==> src/rtl/fds_pkg.sv <==
package fds_pkg;

    localparam int PCT_W    = 7;
    localparam int STATE_W  = 3;
    localparam int CFG_IDX_W = 2;

    localparam logic [PCT_W-1:0] PCT_FULL   = 7'd100;
    localparam logic [PCT_W-1:0] OFF_LEVEL  = 7'd5;
    localparam logic [PCT_W:0]   ON_MARGIN  = 8'd10;

    localparam logic [STATE_W-1:0] ST_IDLE   = 3'd0;
    localparam logic [STATE_W-1:0] ST_RAMP   = 3'd1;
    localparam logic [STATE_W-1:0] ST_BOOST  = 3'd2;
    localparam logic [STATE_W-1:0] ST_SAFETY = 3'd3;
    localparam logic [STATE_W-1:0] ST_OTHER  = 3'd4;

    localparam logic [CFG_IDX_W-1:0] REG_CLAMP_MIN  = 2'd0;
    localparam logic [CFG_IDX_W-1:0] REG_CLAMP_MAX  = 2'd1;
    localparam logic [CFG_IDX_W-1:0] REG_CLAMP_MODE = 2'd2;

    localparam logic [PCT_W-1:0] CLAMP_MIN_RST = 7'd20;
    localparam logic [PCT_W-1:0] CLAMP_MAX_RST = 7'd100;

    typedef struct packed {
        logic [PCT_W-1:0]   smoothed;
        logic               enabled;
        logic [STATE_W-1:0] prev_state;
    } fds_state_t;

    typedef struct packed {
        logic [PCT_W-1:0] clamp_min;
        logic [PCT_W-1:0] clamp_max;
        logic             clamp_mode;
    } fds_cfg_t;

    function automatic logic [PCT_W-1:0] sat_pct(input logic [PCT_W-1:0] v);
        sat_pct = (v > PCT_FULL) ? PCT_FULL : v;
    endfunction

endpackage

==> src/rtl/fan_demand_shaper_unit.sv <==
// Fan demand shaper. Takes one word per cycle while s_tready is high (burn
// state and raw demand percent) and returns one fan percent word per input
// word, in order. An input word is registered, shaped by a single
// combinational pass that also updates the smoother state, and lands in
// the output register that drives m_tvalid. Throughput is one word per
// clock while m_tready stays high. Configuration writes are always taken
// (cfg_ready is tied high) and should only be issued while no word is in
// flight.
module fan_demand_shaper_unit (
    input  logic                          clk,
    input  logic                          rst_n,
    input  logic                          s_tvalid,
    output logic                          s_tready,
    input  logic [15:0]                   s_tdata,  // [2:0] burn_state, [9:3] demand
    output logic                          m_tvalid,
    input  logic                          m_tready,
    output logic [7:0]                    m_tdata,  // [6:0] fan_percent
    input  logic                          cfg_valid,
    output logic                          cfg_ready,
    input  logic [fds_pkg::CFG_IDX_W-1:0] cfg_index,
    input  logic [fds_pkg::PCT_W-1:0]     cfg_data
);
    import fds_pkg::*;

    fds_cfg_t           cfg_reg;
    fds_state_t         state_reg;
    fds_state_t         state_next;
    logic               in_valid_reg;
    logic [STATE_W-1:0] in_state_reg;
    logic [PCT_W-1:0]   in_demand_reg;
    logic               out_valid_reg;
    logic [PCT_W-1:0]   out_pct_reg;
    logic [PCT_W-1:0]   fan_next;
    logic               out_adv;
    logic               in_adv;

    assign cfg_ready = 1'b1;

    always_ff @(posedge clk or negedge rst_n)
    begin
        if (!rst_n)
        begin
            cfg_reg.clamp_min  <= CLAMP_MIN_RST;
            cfg_reg.clamp_max  <= CLAMP_MAX_RST;
            cfg_reg.clamp_mode <= 1'b1;
        end
        else if (cfg_valid)
        begin
            unique case (cfg_index)
                REG_CLAMP_MIN:  cfg_reg.clamp_min  <= cfg_data;
                REG_CLAMP_MAX:  cfg_reg.clamp_max  <= cfg_data;
                REG_CLAMP_MODE: cfg_reg.clamp_mode <= cfg_data[0];
                default:        ;
            endcase
        end
    end

    // output register frees up when empty or being drained
    assign out_adv  = !out_valid_reg || m_tready;
    assign in_adv   = in_valid_reg && out_adv;
    assign s_tready = !in_valid_reg || out_adv;

    fds_shaper u_shaper (
        .cfg        (cfg_reg),
        .state_cur  (state_reg),
        .burn_state (in_state_reg),
        .demand     (in_demand_reg),
        .state_next (state_next),
        .fan_percent(fan_next)
    );

    always_ff @(posedge clk or negedge rst_n)
    begin
        if (!rst_n)
        begin
            in_valid_reg  <= 1'b0;
            out_valid_reg <= 1'b0;
            state_reg     <= '{smoothed: '0, enabled: 1'b0, prev_state: ST_IDLE};
        end
        else
        begin
            if (s_tready)
                in_valid_reg <= s_tvalid;
            if (out_adv)
                out_valid_reg <= in_valid_reg;
            if (in_adv)
                state_reg <= state_next;
        end
    end

    always_ff @(posedge clk)
    begin
        if (s_tvalid && s_tready)
        begin
            in_state_reg  <= s_tdata[2:0];
            in_demand_reg <= s_tdata[9:3];
        end
        if (in_adv)
            out_pct_reg <= fan_next;
    end

    assign m_tvalid = out_valid_reg;
    assign m_tdata  = {1'b0, out_pct_reg};

    a_out_range: assert property (@(posedge clk) disable iff (!rst_n)
        m_tvalid |-> (out_pct_reg <= PCT_FULL))
        else $error("fan percent above full scale");

    a_smooth_range: assert property (@(posedge clk) disable iff (!rst_n)
        state_reg.smoothed <= PCT_FULL)
        else $error("smoothed value above full scale");

    a_prev_range: assert property (@(posedge clk) disable iff (!rst_n)
        state_reg.prev_state <= ST_OTHER)
        else $error("stored burn state not folded");

    a_state_hold: assert property (@(posedge clk) disable iff (!rst_n)
        !$past(in_adv) |-> $stable(state_reg))
        else $error("smoother state moved without a word");

endmodule

==> src/rtl/fds_shaper.sv <==
module fds_shaper (
    input  fds_pkg::fds_cfg_t            cfg,
    input  fds_pkg::fds_state_t          state_cur,
    input  logic [fds_pkg::STATE_W-1:0]  burn_state,
    input  logic [fds_pkg::PCT_W-1:0]    demand,
    output fds_pkg::fds_state_t          state_next,
    output logic [fds_pkg::PCT_W-1:0]    fan_percent
);
    import fds_pkg::*;

    logic [STATE_W-1:0] st;
    logic [PCT_W-1:0]   dem;
    logic [PCT_W-1:0]   mn;
    logic [PCT_W-1:0]   mx;
    logic [PCT_W-1:0]   s0;
    logic               e0;
    logic [PCT_W+1:0]   acc;
    logic [PCT_W-1:0]   sm;
    logic [PCT_W-1:0]   fan;
    logic               en;

    always_comb
    begin
        st  = (burn_state > ST_OTHER) ? ST_OTHER : burn_state;
        dem = sat_pct(demand);
        mn  = sat_pct(cfg.clamp_min);
        mx  = sat_pct(cfg.clamp_max);

        s0 = state_cur.smoothed;
        e0 = state_cur.enabled;
        // entry into idle, boost or safety resets the smoother; entry into ramp preloads it
        if (st != state_cur.prev_state)
        begin
            if (st == ST_IDLE || st == ST_BOOST || st == ST_SAFETY)
            begin
                s0 = '0;
                e0 = 1'b0;
            end
            else if (st == ST_RAMP)
            begin
                s0 = mx;
                e0 = 1'b1;
            end
        end

        acc = {1'b0, s0, 1'b0} + {2'b00, s0} + {2'b00, dem};
        sm  = acc[PCT_W+1:2];
        fan = (sm > mx) ? mx : sm;
        en  = e0;

        if (cfg.clamp_mode)
        begin
            en = 1'b1;
        end
        else
        begin
            if (!en && ({1'b0, sm} > ({1'b0, mn} + ON_MARGIN)))
                en = 1'b1;
            if (en && (sm < OFF_LEVEL))
                en = 1'b0;
        end

        if (!en)
            fan = '0;
        else if (fan < mn)
            fan = mn;

        state_next.prev_state = st;
        priority if (st == ST_SAFETY)
        begin
            state_next.smoothed = '0;
            state_next.enabled  = 1'b0;
            fan_percent         = '0;
        end
        else if (st == ST_BOOST)
        begin
            state_next.smoothed = PCT_FULL;
            state_next.enabled  = 1'b1;
            fan_percent         = PCT_FULL;
        end
        else
        begin
            state_next.smoothed = sm;
            state_next.enabled  = en;
            fan_percent         = fan;
        end
    end

endmodule

==> config.mk <==
export PLATFORM = sky130hd
export DESIGN_NAME = fan_demand_shaper_unit
export DESIGN_NICKNAME = d
export VERILOG_FILES = /design/src/rtl/fds_pkg.sv /design/src/rtl/fan_demand_shaper_unit.sv /design/src/rtl/fds_shaper.sv
export SDC_FILE = /design/constraint.sdc
export NUM_CORES = 1
export LEC_CHECK = 0
export ABC_AREA = 1
export ABC_CLOCK_PERIOD_IN_PS = 7000
export BUFFER_PORTS_ARGS = -buffer_cell sky130_fd_sc_hd__buf_2
export CAP_MARGIN = 15
export CORE_MARGIN = 3
export CORE_UTILIZATION = 37
export DETAILED_ROUTE_END_ITERATION = 6
export PLACE_DENSITY = 0.56
export SLEW_MARGIN = 20
export SYNTH_ARGS = -nofsm -noshare
export SYNTH_HDL_FRONTEND = slang
export SYNTH_SLANG_ARGS = --single-unit
==> constraint.sdc <==
create_clock -name clk -period 7 [get_ports clk]
set_input_delay 1.05 -clock clk [delete_from_list [all_inputs] [get_ports clk]]
set_output_delay 1.05 -clock clk [all_outputs]
set_load 0.1 [all_outputs]
==> flow_metrics.env <==
export IMPL_fmax_mhz=159
export IMPL_initialDrtViolationCount=177
export IMPL_setup_tns_ns=0
export IMPL_status="finished, final reports clean"
export IMPL_cts_htree_levels=2
export IMPL_portBuffers=32
export IMPL_wl_per_cell_um=13.2
export IMPL_yosysSeqAreaShare_pct=37.0
export IMPL_critPathMostFrequentCell="nand2_1"
export IMPL_synthMuxAreaShare_pct=0
export IMPL_ys_top_cells_by_area="dfrtp_1 17%, edfxtp_1 15%, ha_1 11%"
export IMPL_clkLatencyLatePin_ns=0.30
export IMPL_io_pins=41
export IMPL_rsz0062_at_grt="no"
export IMPL_synth_seq_cells=45
export IMPL_synth_top_family_by_area="simple AND/OR/NAND/NOR gates"
export IMPL_clockBufferDepth=2
export IMPL_synth_fa_ha_area_share_pct=14.0
export IMPL_cp_end_kind="flip-flop"
export IMPL_synth_simple_gate_area_share_pct=23.8
export IMPL_syn_area_um2=3300
export IMPL_rows=33
export IMPL_slowest_delay_ns=0.46
export IMPL_fin_skew_ns=0.00801
export IMPL_grt_pass1_vias=2757
export IMPL_worstPathArrival_ns=6.35
export IMPL_setup_violations=0
export IMPL_gp_congestion=0.887
export IMPL_slew_headroom_pct=57.9
export IMPL_critical_path_slowest_cell="fa_1"
export IMPL_dpl_hpwl_um=5940
export IMPL_die_w_um=100
export IMPL_maxSlewViolCount=0
export IMPL_overflow=0
export IMPL_cap_viol_max_count=0
export IMPL_largest_register_ffs=15
export IMPL_hold_violations=0
export IMPL_critPathKind="flip-flop to flip-flop"
export IMPL_area_delta_synth_final_pct=11.4
export IMPL_antenna_found_initial=0
export IMPL_drtPass1Iterations=4
export IMPL_synth_largest_area_cell="dfrtp_1"
export IMPL_clk_pin_slew_ns=0.09
export IMPL_die_area_um2=10100
export IMPL_grt_max_degree=29
export IMPL_clockRootBuffer="clkbuf_8"
export IMPL_coreArea_um2=8420
export IMPL_cp_start_kind="flip-flop"
export IMPL_track_usage_pct=15.8
export IMPL_synth_xor_area_share_pct=2.39
export IMPL_min_period_over_period_pct=90.0
export IMPL_ys_warnings_count=0
export IMPL_syn_mean_instance_area_um2=8.02
export IMPL_cts_inserted_buffers=5
export IMPL_diodes=0
export IMPL_syn_inst=411
export IMPL_period_minus_slack_ns=6.30
export IMPL_drive_gt1_share_pct=18.2
export IMPL_fin_nets=508
export IMPL_yosysUniqueCellTypes=38
export IMPL_tightest_slew_ns=0.631
export IMPL_hold_path_class="flip-flop to flip-flop"
export IMPL_cts_tree="done"
export IMPL_grt_pass1_wl_um=12800
export IMPL_postRouteAntennaNets=0
export IMPL_synth_compound_area_share_pct=12.9
export IMPL_avgViaCountPerCell=4.92
export IMPL_critPathMaxFanout=11
export IMPL_num_vias=2704
export IMPL_critPathRequiredTime_ns=7.05
export IMPL_synth_top_area_share_pct=16.7
export IMPL_clock_sinks=45
export IMPL_start_util_pct=39.1
export IMPL_synth_nets=475
export IMPL_drc=0
export IMPL_drt_wl_total_um=7280
export IMPL_die_height_um=100
## synth_stat cells (all sizes together)
| cell type | count |
|---|---|
| o22ai | 2 |
| nand4 | 4 |
| a22o | 1 |
| dfstp | 6 |
| buf | 4 |
| xor2 | 4 |
| dfrtp | 22 |
| a21oi | 18 |
| conb | 2 |
| a31oi | 1 |
| xnor2 | 5 |
| clkinv | 1 |
| inv | 73 |
| a22oi | 2 |
| a21o | 1 |
| edfxtp | 17 |
| fa | 5 |
| o21ai | 45 |
| nor3 | 2 |
| nand3 | 24 |
| nor2 | 29 |
| o21bai | 3 |
| clkbuf | 2 |
| ha | 29 |
| a211oi | 3 |
| or2 | 1 |
| nand2 | 105 |
## cell families after synthesis
family	after synthesis
flops	45
buf+inv	80
simple gates	165
compound gates	76
xor+xnor	9
other cells	2
fa+ha+maj	34
## cell type report
cell class                 count  area [um^2]
clock buffer                   6         72.6
clock inverter                 2         38.8
fill                         868         4750
inverter                      74          279
multi-input combinational    286         1770
sequential                    45         1220
tap                          105          131
timing repair buffer          32          160
## worst paths after layout
check,startpoint,end,slack (ns),cells after the start
worst max register to register,in_state_reg[2]$_DFFE_PP_,out_pct_reg[5]$_SDFFCE_PN0P_,0.70,35
worst min register to register,state_reg[7]$_DFFE_PN0P_,state_reg[7]$_DFFE_PN0P_,0.49,2
min in group asynchronous,rst_n,cfg_reg[8]$_DFFE_PN0P_,0.76,1
worst max-delay path,in_state_reg[2]$_DFFE_PP_,out_pct_reg[5]$_SDFFCE_PN0P_,0.70,35
worst min-delay path,state_reg[7]$_DFFE_PN0P_,state_reg[7]$_DFFE_PN0P_,0.49,2
max in group asynchronous,rst_n,state_reg[6]$_DFFE_PN0P_,5.83,1
## metal layers
metal	part of all wire [%]	routed length [um]	up-vias	track usage, %
met3	3.4	247	7	2.43
met2	46	3350	49	25.8
li1	-	-	1386	-
met5	0	0	-	0
met4	1.3	93	0	4.15
met1	49	3590	1262	21.8
## cell usage in the layout, fill, tap and decap left out, drive strengths merged, types with 2 or more instances in the layout
| cell type | synthesis | final |
|---|---|---|
| a22oi | 2 | 2 |
| clkbuf | 2 | 6 |
| nand2 | 105 | 105 |
| ha | 29 | 29 |
| xnor2 | 5 | 5 |
| o21bai | 3 | 3 |
| nor2 | 29 | 29 |
| a21oi | 18 | 18 |
| fa | 5 | 5 |
| conb | 2 | 2 |
| nand4 | 4 | 4 |
| dfrtp | 22 | 22 |
| a211oi | 3 | 3 |
| nand3 | 24 | 24 |
| edfxtp | 17 | 17 |
| nor3 | 2 | 2 |
| inv | 73 | 74 |
| o22ai | 2 | 2 |
| buf | 4 | 32 |
| dfstp | 6 | 6 |
| xor2 | 4 | 4 |
| o21ai | 45 | 45 |
## repair_timing
action                     CTS  global route
setup endpoints to repair    0             7
resized for setup            0             5
hold buffers                 0             0
buffers inserted             0             0
## critical path, delay by kind of cell, from the launching register on
family	cells	cell delay, ns
xor+xnor	1	0.24
buf+inv	5	0.59
flops	1	0.42
simple gates	18	2.01
compound gates	7	1.35
fa+ha+maj	4	1.44
## through the flow
stage / util, % / setup slack [ns] / cell area [um^2] / std cells / hold slack [ns]
after global routing: 43.6 / 0.0606 / 3670 / 550 / 0.516
after floorplan: - / 1.43 / 3300 / 411 / 0.448
after detailed placement: 42.1 / 0.486 / 3550 / 542 / 0.468
final: 43.6 / 0.697 / 3670 / 550 / 0.490
after CTS: 43.4 / 0.400 / 3660 / 550 / 0.491
after global placement: 42.1 / 0.554 / 3550 / 542 / 0.467
Power is left out: the tool's default activity adds up to more than one toggle a clock period on the data nets, which glitch-free logic cannot reach.
